--- src/hdl/skrt_pkg.sv ---
`default_nettype none
// ----------------------------------------------------------------------------
// skrt_pkg: shared types and constants for the session key rotation table
// Entry and per-cell flag layouts, field widths, command codes and the
// saturating time adder.
// ----------------------------------------------------------------------------
package skrt_pkg;

    localparam int TIME_W = 40;
    localparam int NAME_W = 64;
    localparam int LIFE_W = 32;
    localparam int CMD_W  = 2;
    localparam int OUT_COUNT_W = 4;

    localparam logic [TIME_W-1:0] AHEAD_SECONDS  = TIME_W'(60);
    localparam logic [LIFE_W-1:0] LIFETIME_RESET = LIFE_W'(3600);

    localparam logic [CMD_W-1:0] CMD_ROTATE  = 2'd0;
    localparam logic [CMD_W-1:0] CMD_ENCRYPT = 2'd1;
    localparam logic [CMD_W-1:0] CMD_DECRYPT = 2'd2;

    // One stored key entry; validity window is [t_start, t_stop].
    typedef struct packed {
        logic [NAME_W-1:0] name_hi;
        logic [NAME_W-1:0] name_lo;
        logic [TIME_W-1:0] t_start;
        logic [TIME_W-1:0] t_stop;
    } entry_t;

    // Compare results a cell registers against the current request.
    typedef struct packed {
        logic started;    // t_start <= now
        logic in_window;  // now <= t_stop
        logic name_eq;    // stored name equals request name
    } flags_t;

    // Time sum clamped to the all-ones time value.
    function automatic logic [TIME_W-1:0] sat_add(input logic [TIME_W-1:0] a,
                                                  input logic [TIME_W-1:0] b);
        logic [TIME_W:0] s;
        s = {1'b0, a} + {1'b0, b};
        return s[TIME_W] ? {TIME_W{1'b1}} : s[TIME_W-1:0];
    endfunction

endpackage
`default_nettype wire

--- src/hdl/session_key_rotation_table_unit.sv ---
`default_nettype none
// ----------------------------------------------------------------------------
// session_key_rotation_table_unit: newest-first session key table
// Rotates, looks up and matches key entries held in a chain of slot cells.
// ----------------------------------------------------------------------------
// Usage:
//  - A request (cmd, now, name_hi, name_lo) is taken on a clock edge with
//    start high and busy low. cmd: rotate, encrypt lookup, decrypt lookup.
//  - busy stays high after the accepting edge through compare (every
//    cell registers its window and name compares in parallel), then decide
//    (priority pick across the cells, table shift and fill count update).
//  - The result shows on hit/renew/altered/out_name_*/entry_count for
//    exactly one cycle with done high, in the cycle busy drops. A new
//    request may be issued in that same cycle; no new request is taken
//    while one is in the compare register stage or the decide stage.
//  - The receiver cannot stall; done is a one-cycle strobe.
//  - lifetime is written through cfg_valid/cfg_data; cfg_ready is always
//    high. Write it only while no request is in flight.
//  - Reset empties the table (fill count zero) and sets lifetime to 3600.
//    No clearing pass is needed; slot contents are gated by the fill count.
//  - An insertion shifts every cell toward the old end by one slot; the
//    oldest slot falls off when the table is full.
// ----------------------------------------------------------------------------
module session_key_rotation_table_unit #(
    parameter int ENTRIES = 8
) (
    input  wire logic                             clk,
    input  wire logic                             rst_n,
    input  wire logic                             start,
    output      logic                             busy,
    input  wire logic [skrt_pkg::CMD_W-1:0]       cmd,
    input  wire logic [skrt_pkg::TIME_W-1:0]      now,
    input  wire logic [skrt_pkg::NAME_W-1:0]      name_hi,
    input  wire logic [skrt_pkg::NAME_W-1:0]      name_lo,
    input  wire logic                             cfg_valid,
    output      logic                             cfg_ready,
    input  wire logic [skrt_pkg::LIFE_W-1:0]      cfg_data,
    output      logic                             done,
    output      logic                             hit,
    output      logic                             renew,
    output      logic                             altered,
    output      logic [skrt_pkg::NAME_W-1:0]      out_name_hi,
    output      logic [skrt_pkg::NAME_W-1:0]      out_name_lo,
    output      logic [skrt_pkg::OUT_COUNT_W-1:0] entry_count
);

    localparam int CNT_W = $clog2(ENTRIES + 1);
    localparam int EXT_W = CNT_W + skrt_pkg::OUT_COUNT_W;
    localparam int TW    = skrt_pkg::TIME_W;
    localparam int NW    = skrt_pkg::NAME_W;
    localparam int LW    = skrt_pkg::LIFE_W;

    localparam logic [1:0] ST_IDLE   = 2'd0;
    localparam logic [1:0] ST_EVAL   = 2'd1;
    localparam logic [1:0] ST_DECIDE = 2'd2;

    // ---------------------------------------------------------------- control
    logic [1:0]       state_reg, state_next;
    logic [CNT_W-1:0] held_reg, held_next;
    logic [LW-1:0]    lifetime_reg;

    // request capture
    logic [skrt_pkg::CMD_W-1:0] cmd_reg;
    logic [TW-1:0]              now_reg;
    logic [NW-1:0]              nhi_reg, nlo_reg;

    // compare stage results
    logic          thresh_reg;   // start of newest entry + lifetime/4 < now
    logic [TW-1:0] n60_reg;      // now + 60, saturated
    logic [TW-1:0] nl_reg;       // now + lifetime - 1, saturated

    // result registers
    logic          done_reg, hit_reg, renew_reg, altered_reg;
    logic          hit_next, renew_next, altered_next;
    logic [NW-1:0] ohi_reg, olo_reg, ohi_next, olo_next;

    logic accept;
    logic eval_en;
    logic decide;
    logic shift_en;

    assign accept    = start && !busy;
    assign busy      = state_reg != ST_IDLE;
    assign eval_en   = state_reg == ST_EVAL;
    assign decide    = state_reg == ST_DECIDE;
    assign cfg_ready = 1'b1;

    // ---------------------------------------------------------------- chain
    skrt_pkg::entry_t chain [ENTRIES+1];
    skrt_pkg::flags_t flags [ENTRIES];
    skrt_pkg::entry_t new_entry;

    assign chain[0] = new_entry;

    for (genvar g = 0; g < ENTRIES; g++)
    begin : g_cell
        skrt_cell u_cell (
            .clk      (clk),
            .shift_en (shift_en),
            .eval_en  (eval_en),
            .prev     (chain[g]),
            .now      (now_reg),
            .name_hi  (nhi_reg),
            .name_lo  (nlo_reg),
            .cur      (chain[g+1]),
            .flags    (flags[g])
        );
    end

    // ---------------------------------------------------------------- compare stage
    // Effective lifetime: a zero register counts as one second.
    logic [LW-1:0] life_m1;
    logic [TW-1:0] quarter_sum;

    assign life_m1     = (lifetime_reg == '0) ? '0 : lifetime_reg - LW'(1);
    assign quarter_sum = skrt_pkg::sat_add(chain[1].t_start,
                                           {{(TW-LW){1'b0}}, lifetime_reg >> 2});

    always_ff @(posedge clk)
    begin
        if (eval_en)
        begin
            thresh_reg <= quarter_sum < now_reg;
            n60_reg    <= skrt_pkg::sat_add(now_reg, skrt_pkg::AHEAD_SECONDS);
            nl_reg     <= skrt_pkg::sat_add(now_reg, {{(TW-LW){1'b0}}, life_m1});
        end
    end

    // ---------------------------------------------------------------- decide stage
    logic [ENTRIES-1:0] live;
    logic [ENTRIES-1:0] use_oh;      // newest started entry
    logic [ENTRIES-1:0] match_vec;
    logic [CNT_W-1:0]   held_drop;   // fill count after expiry from old end
    logic [CNT_W-1:0]   held_cap;
    logic               usable;
    logic               match_any;
    logic               insert;
    logic [NW-1:0]      use_hi, use_lo;
    logic [TW-1:0]      nb, ne;

    always_comb
    begin
        logic seen;
        seen      = 1'b0;
        held_drop = '0;
        use_hi    = '0;
        use_lo    = '0;
        usable    = 1'b0;
        for (int i = 0; i < ENTRIES; i++)
        begin
            live[i]      = CNT_W'(i) < held_reg;
            match_vec[i] = live[i] && flags[i].name_eq;
            use_oh[i]    = live[i] && flags[i].started && !seen;
            seen         = seen || (live[i] && flags[i].started);
            if (live[i] && flags[i].in_window)
            begin
                held_drop = CNT_W'(i + 1);
            end
            usable = usable || (use_oh[i] && flags[i].in_window);
            use_hi = use_hi | (chain[i+1].name_hi & {NW{use_oh[i]}});
            use_lo = use_lo | (chain[i+1].name_lo & {NW{use_oh[i]}});
        end
    end

    // An entry dropped by expiry is never usable, so the usable test over the
    // pre-expiry table gives the same answer as over the trimmed one.
    assign match_any = |match_vec;
    assign insert    = decide && (cmd_reg == skrt_pkg::CMD_ROTATE) &&
                       (!usable || thresh_reg);
    assign shift_en  = insert;
    assign held_cap  = (held_drop >= CNT_W'(ENTRIES)) ? CNT_W'(ENTRIES - 1) : held_drop;

    assign nb = usable ? n60_reg : now_reg;
    assign ne = usable ? skrt_pkg::sat_add(nl_reg, skrt_pkg::AHEAD_SECONDS) : nl_reg;

    assign new_entry.name_hi = nhi_reg;
    assign new_entry.name_lo = nlo_reg;
    assign new_entry.t_start = nb;
    assign new_entry.t_stop  = ne;

    always_comb
    begin
        held_next    = held_reg;
        hit_next     = 1'b0;
        renew_next   = 1'b0;
        altered_next = 1'b0;
        ohi_next     = '0;
        olo_next     = '0;
        case (cmd_reg)
            skrt_pkg::CMD_ROTATE:
            begin
                held_next    = insert ? held_cap + CNT_W'(1) : held_drop;
                altered_next = insert || (held_drop != held_reg);
            end
            skrt_pkg::CMD_ENCRYPT:
            begin
                hit_next = usable;
                ohi_next = usable ? use_hi : '0;
                olo_next = usable ? use_lo : '0;
            end
            skrt_pkg::CMD_DECRYPT:
            begin
                hit_next   = match_any;
                renew_next = match_any && !match_vec[0];
                ohi_next   = match_any ? nhi_reg : '0;
                olo_next   = match_any ? nlo_reg : '0;
            end
            default:
            begin
                held_next = held_reg;
            end
        endcase
    end

    // ---------------------------------------------------------------- sequencer
    always_comb
    begin
        state_next = state_reg;
        case (state_reg)
            ST_IDLE:   state_next = accept ? ST_EVAL : ST_IDLE;
            ST_EVAL:   state_next = ST_DECIDE;
            ST_DECIDE: state_next = ST_IDLE;
            default:   state_next = ST_IDLE;
        endcase
    end

    always_ff @(posedge clk or negedge rst_n)
    begin
        if (!rst_n)
        begin
            state_reg    <= ST_IDLE;
            held_reg     <= '0;
            lifetime_reg <= skrt_pkg::LIFETIME_RESET;
            done_reg     <= 1'b0;
        end
        else
        begin
            state_reg <= state_next;
            done_reg  <= decide;
            if (decide)
            begin
                held_reg <= held_next;
            end
            if (cfg_valid && cfg_ready)
            begin
                lifetime_reg <= cfg_data;
            end
        end
    end

    always_ff @(posedge clk)
    begin
        if (accept)
        begin
            cmd_reg <= cmd;
            now_reg <= now;
            nhi_reg <= name_hi;
            nlo_reg <= name_lo;
        end
        if (decide)
        begin
            hit_reg     <= hit_next;
            renew_reg   <= renew_next;
            altered_reg <= altered_next;
            ohi_reg     <= ohi_next;
            olo_reg     <= olo_next;
        end
    end

    // ---------------------------------------------------------------- outputs
    // held_reg only changes at the end of a decide cycle, so it is steady
    // while the strobe is up.
    logic [EXT_W-1:0] count_ext;

    assign count_ext   = EXT_W'(held_reg);
    assign entry_count = count_ext[skrt_pkg::OUT_COUNT_W-1:0];
    assign done        = done_reg;
    assign hit         = hit_reg;
    assign renew       = renew_reg;
    assign altered     = altered_reg;
    assign out_name_hi = ohi_reg;
    assign out_name_lo = olo_reg;

endmodule
`default_nettype wire

--- src/hdl/skrt_cell.sv ---
`default_nettype none
// ----------------------------------------------------------------------------
// skrt_cell: one slot of the key table chain
// Holds one entry, takes its neighbor's entry on a shift and registers its
// own time window and name compares for the request in flight.
// ----------------------------------------------------------------------------
module skrt_cell (
    input  wire logic                        clk,
    input  wire logic                        shift_en,
    input  wire logic                        eval_en,
    input  wire skrt_pkg::entry_t            prev,
    input  wire logic [skrt_pkg::TIME_W-1:0] now,
    input  wire logic [skrt_pkg::NAME_W-1:0] name_hi,
    input  wire logic [skrt_pkg::NAME_W-1:0] name_lo,
    output skrt_pkg::entry_t                 cur,
    output skrt_pkg::flags_t                 flags
);

    skrt_pkg::entry_t entry_reg;
    skrt_pkg::flags_t flags_reg;
    skrt_pkg::flags_t flags_next;

    always_comb
    begin
        flags_next.started   = entry_reg.t_start <= now;
        flags_next.in_window = now <= entry_reg.t_stop;
        flags_next.name_eq   = (entry_reg.name_hi == name_hi) &&
                               (entry_reg.name_lo == name_lo);
    end

    // payload only, no reset: slots past the fill count are never looked at
    always_ff @(posedge clk)
    begin
        if (shift_en)
        begin
            entry_reg <= prev;
        end
        if (eval_en)
        begin
            flags_reg <= flags_next;
        end
    end

    assign cur   = entry_reg;
    assign flags = flags_reg;

endmodule
`default_nettype wire

--- config.mk ---
export PLATFORM = sky130hd
export DESIGN_NAME = session_key_rotation_table_unit
export DESIGN_NICKNAME = d
export VERILOG_FILES = /design/src/hdl/skrt_pkg.sv /design/src/hdl/session_key_rotation_table_unit.sv /design/src/hdl/skrt_cell.sv
export SDC_FILE = /design/constraint.sdc
export NUM_CORES = 2
export LEC_CHECK = 0
export ABC_AREA = 1
export BUFFER_PORTS_ARGS = -buffer_cell sky130_fd_sc_hd__buf_2
export CAP_MARGIN = 25
export CORE_ASPECT_RATIO = 0.6
export CORE_UTILIZATION = 45
export CTS_BUF_LIST = sky130_fd_sc_hd__clkbuf_4
export DETAILED_ROUTE_END_ITERATION = 8
export HOLD_SLACK_MARGIN = 0.08
export PLACE_DENSITY = 0.65
export SLEW_MARGIN = 25
export SYNTH_ARGS = -nofsm -noshare
export SYNTH_HDL_FRONTEND = slang
export SYNTH_SLANG_ARGS = --single-unit
--- constraint.sdc ---
create_clock -name clk -period 44.8 [get_ports clk]
set_input_delay 8.96 -clock clk [delete_from_list [all_inputs] [get_ports clk]]
set_output_delay 8.96 -clock clk [all_outputs]
set_load 0.005 [all_outputs]
==> results.txt <==
----------------------------------------------------
[Timing]
  Relative slew margins ... 14.3%
  Max Clock Freq ... 0.0909 GHz
  Clock period minus final worst setup slack ... 11.00 ns
  Final hold viol count ... 0
  # setup viols final ... 0
  Total Negative Setup Slacks ... 0 ns
  Final number of max-transition violations ... 0
  Post-route clock skew ... 0.152 ns
  Share of the clock period used by the worst path ... 24.6%
  Unrepaired setup endpoints after global routing ... no
  Slew @ Worst Pin ... 1.25 ns

[Worst setup path]
  Critical path class ... flop to primary output
  FF-to-FF setup slack ... 36.89 ns
  Sequence of cells on the critical path ... inv_1, nand2_1, buf_2
  Critical Path Source Type ... flop
  Path depth of the worst reg2reg path ... 18
  Data arrival time of the critical path ... 2.04 ns
  CP max FO ... 2
  Start of the worst register-to-register path ... entry_count[1]
  Worst endpoint required time ... 35.84 ns
  Largest stage delay, worst path ... 0.41 ns
  Endpoint of the most critical register-to-register path ... g_cell[7].u_cell.cur[90]
  Capturing element type of the critical path ... primary output
  Cell with the biggest individual delay on the critical path ... sky130_fd_sc_hd__dfrtp_1

[Layout]
  Final instance count without filler cells ... 14500
  Flip-flop count of the largest register, all copies and words added ... 1664
  Fraction of final layout cells with drive strength greater than 1 ... 13.6%
  Most common library cell in the layout ignoring fill and taps ... sky130_fd_sc_hd__edfxtp_1
  Layout area overhead ... 11.9%
  Top library cells by usage in the layout, fill and taps aside ... sky130_fd_sc_hd__edfxtp_1, sky130_fd_sc_hd__nand2_1, sky130_fd_sc_hd__inv_1
  Total Nets Final ... 11800
  Number of filler cells placed in the layout ... 21500

[CTS]
  Clock-pin slew on the worst setup and hold paths ... 0.06 ns
  Number of buffers created by CTS ... 538
  Hold_buf cts ... 0
  Count of instances resized after the clock tree is built ... 0
  Clock sink count ... 2109
  Insertion delay to the later sink of the worst-skew pair ... 1.32 ns
  Post-CTS Setup Repair Bufs ... 0
  Largest buffer count on any clock path ... 4
  Buffer cell driving the clock tree root ... sky130_fd_sc_hd__clkbuf_4
  H-tree depth ... 6
  Clock tree from TritonCTS ... yes

[Drt]
  Total wire length ... 397000 microns
  Number of search-and-repair iterations in the first detailed-routing pass ... 7
  Initial drt markers ... 12500
  Wire length per cell after detailed routing ... 27.4 microns
  Overall via count from detail_route ... 84800
  Count of antenna-violating nets left after detailed routing ... 0
  Drt via density ... 5.86
  Remaining routing DRC violations ... 0

[Yosys]
  Post-synth EDFFs ... 2070
  #FFs+latches synth ... 2109
  Distinct cell type count after synthesis ... 59
  Top flip-flop cell by instance count after synthesis ... sky130_fd_sc_hd__edfxtp_1
  Number of cells produced by synthesis ... 10200
  Net Count, Synth ... 11100
  Share of flip-flops with an asynchronous set or reset after synthesis ... 1.85%
  Mapped cell area ... 110000 sq um
  Number of warnings reported in the yosys synthesis log ... 0
  Sequential area share after synthesis ... 57.6%
  Synthesized area divided by synthesized cell count ... 10.8 sq um

[Status]
  Result of the run ... completed

[Worst hold path]
  Number of stages on the worst hold path ... 0
  Startpoint of the lowest-slack hold path ... g_cell[3].u_cell.cur[76]
  Hold Path End ... g_cell[4].u_cell.cur[76]
  Path category of the worst min-delay check ... flop to flop

[Global routing]
  GRT Residual Overflow ... 0
  Wire length of the first global-routing pass ... 559000 microns
  Total routing resource utilization after global routing ... 31.6%
  Number of antenna violations at the first check in global routing ... 38
  Maximum number of pins on one net before global-route repair ... 201
  Number of global-route vias before repair ... 79000

[Power and ir drop]
  Peak VDD IR ... 0.0361 mV
  Pleak ... 47.2 nW
  PwrDens ... 40.5 nW/um^2

[Floorplan]
  Top-level I/O count ... 344
  Number of rows in the core area ... 139
  Die Footprint ... 246000 sq um
  Floorplan Core Area ... 241000 sq um
  Width of the die ... 639 microns
  Height of the die ... 384 microns
  Initial core utilization ... 45.5%

[Placed design]
  Placed wire-length estimate after detailed placement ... 295000 microns
  Placer congestion estimate ... 1.06
  Number of placed instances with taps included ... 13600
  Number of port buffers ... 342

[Job]
  Number of max-cap violations ... 0

----------------------------------------------------
## power by group
group,internal [mW],leakage (nW),total (mW),switching (mW)
Clock,0.859,3.97,1.72,0.859
Combinational,0.252,23.9,0.877,0.625
Sequential,2.27,19.4,2.37,0.105
Total,3.38,47.2,4.97,1.59
## metal layers
layer  GRT usage [%]  up-vias  wire length [microns]  part of all wire, %
li1                -    37700                      -                    -
met4            7.01       34                   8010                  2.0
met3            17.8      569                  73500                   19
met5            1.79        -                   1080                 0.27
met2            37.5     5269                 140000                   35
met1            48.1    41200                 174000                   44
## synthesized netlist by cell type, types with 36 or more instances
master                     instances  share of area [%]
sky130_fd_sc_hd__nand2_1        1909                6.5
sky130_fd_sc_hd__ha_1            749                8.6
sky130_fd_sc_hd__o221ai_1         36               0.29
sky130_fd_sc_hd__or2_2            81               0.46
sky130_fd_sc_hd__nand3_1         634                2.9
sky130_fd_sc_hd__xor2_1          348                2.8
sky130_fd_sc_hd__xnor2_1         508                4.1
sky130_fd_sc_hd__inv_1           914                3.1
sky130_fd_sc_hd__o22ai_1          55               0.31
sky130_fd_sc_hd__a21oi_1         717                3.3
sky130_fd_sc_hd__o21ai_0         256                1.2
sky130_fd_sc_hd__nand4_1         318                1.8
sky130_fd_sc_hd__buf_2            68               0.31
sky130_fd_sc_hd__nor3_1          128               0.58
sky130_fd_sc_hd__nor4_1          155               0.88
sky130_fd_sc_hd__o211ai_1         39               0.27
sky130_fd_sc_hd__a211oi_1         49               0.34
sky130_fd_sc_hd__edfxtp_1       2070                 57
sky130_fd_sc_hd__nor2_1          523                1.8
sky130_fd_sc_hd__clkbuf_1        244               0.84
sky130_fd_sc_hd__a31oi_1          72               0.41
## worst max path at each step
stage                                    to  slack, ns          from  cells past startpoint
CTS                                    busy      33.70  state_reg[0]                      3
floorplan           g_cell[0].u_cell.cur[0]       3.73  state_reg[1]                      6
global route                           busy      33.72  state_reg[0]                      3
detailed placement              nlo_reg[36]      33.23         start                      6
finish                                 busy      33.80  state_reg[0]                      3
global placement                nhi_reg[13]      33.41         start                      6
## final cells by class
cell class | instances | area (sq um) | area share (%)
sequential | 2109 | 63100 | 51.5
multi-input combinational | 6787 | 42200 | 34.4
clock buffer | 765 | 5740 | 4.68
tap | 3243 | 4060 | 3.31
inverter | 923 | 3490 | 2.85
timing repair buffer | 498 | 2990 | 2.44
clock inverter | 129 | 901 | 0.735
antenna | 20 | 50.0 | 0.0408
## metrics by stage
| stage | area (sq um) | utilization [%] | power [mW] | hold slack, ns | setup WS (ns) |
|---|---|---|---|---|---|
| after floorplan | 110000 | - | 2.97 | 0.424 | 3.73 |
| after global placement | 115000 | 48.0 | 3.23 | 0.429 | 33.41 |
| after detailed placement | 116000 | 48.0 | 3.25 | 0.432 | 33.23 |
| after CTS | 122000 | 50.8 | 4.94 | 0.377 | 33.70 |
| after global routing | 123000 | 50.9 | 5.14 | 0.386 | 33.72 |
| final | 123000 | 50.9 | 4.97 | 0.377 | 33.80 |
## critical path, delay by kind of cell, from the launching register on
| family | cells | cell delay (ns) |
|---|---|---|
| buffers and inverters | 2 | 0.27 |
| DFF | 1 | 0.41 |
| and+or+nand+nor | 1 | 0.13 |
## logic make-up (layout without fill, tap and decap cells)
logic type / count (synthesis) / in the layout / share of synthesized area [%]
AOI/OAI and AO/OA: 1365 / 1365 / 7.05
DFF: 2109 / 2109 / 57.6
adders and majority gates: 751 / 751 / 8.59
muxes: 5 / 5 / 0.0514
buffers and inverters: 1260 / 2315 / 4.45
and+or+nand+nor: 3809 / 3809 / 15.4
other: 1 / 21 / 0.00342
xor gates and xnor gates: 856 / 856 / 6.84
Power figures use the tool's default switching activity.
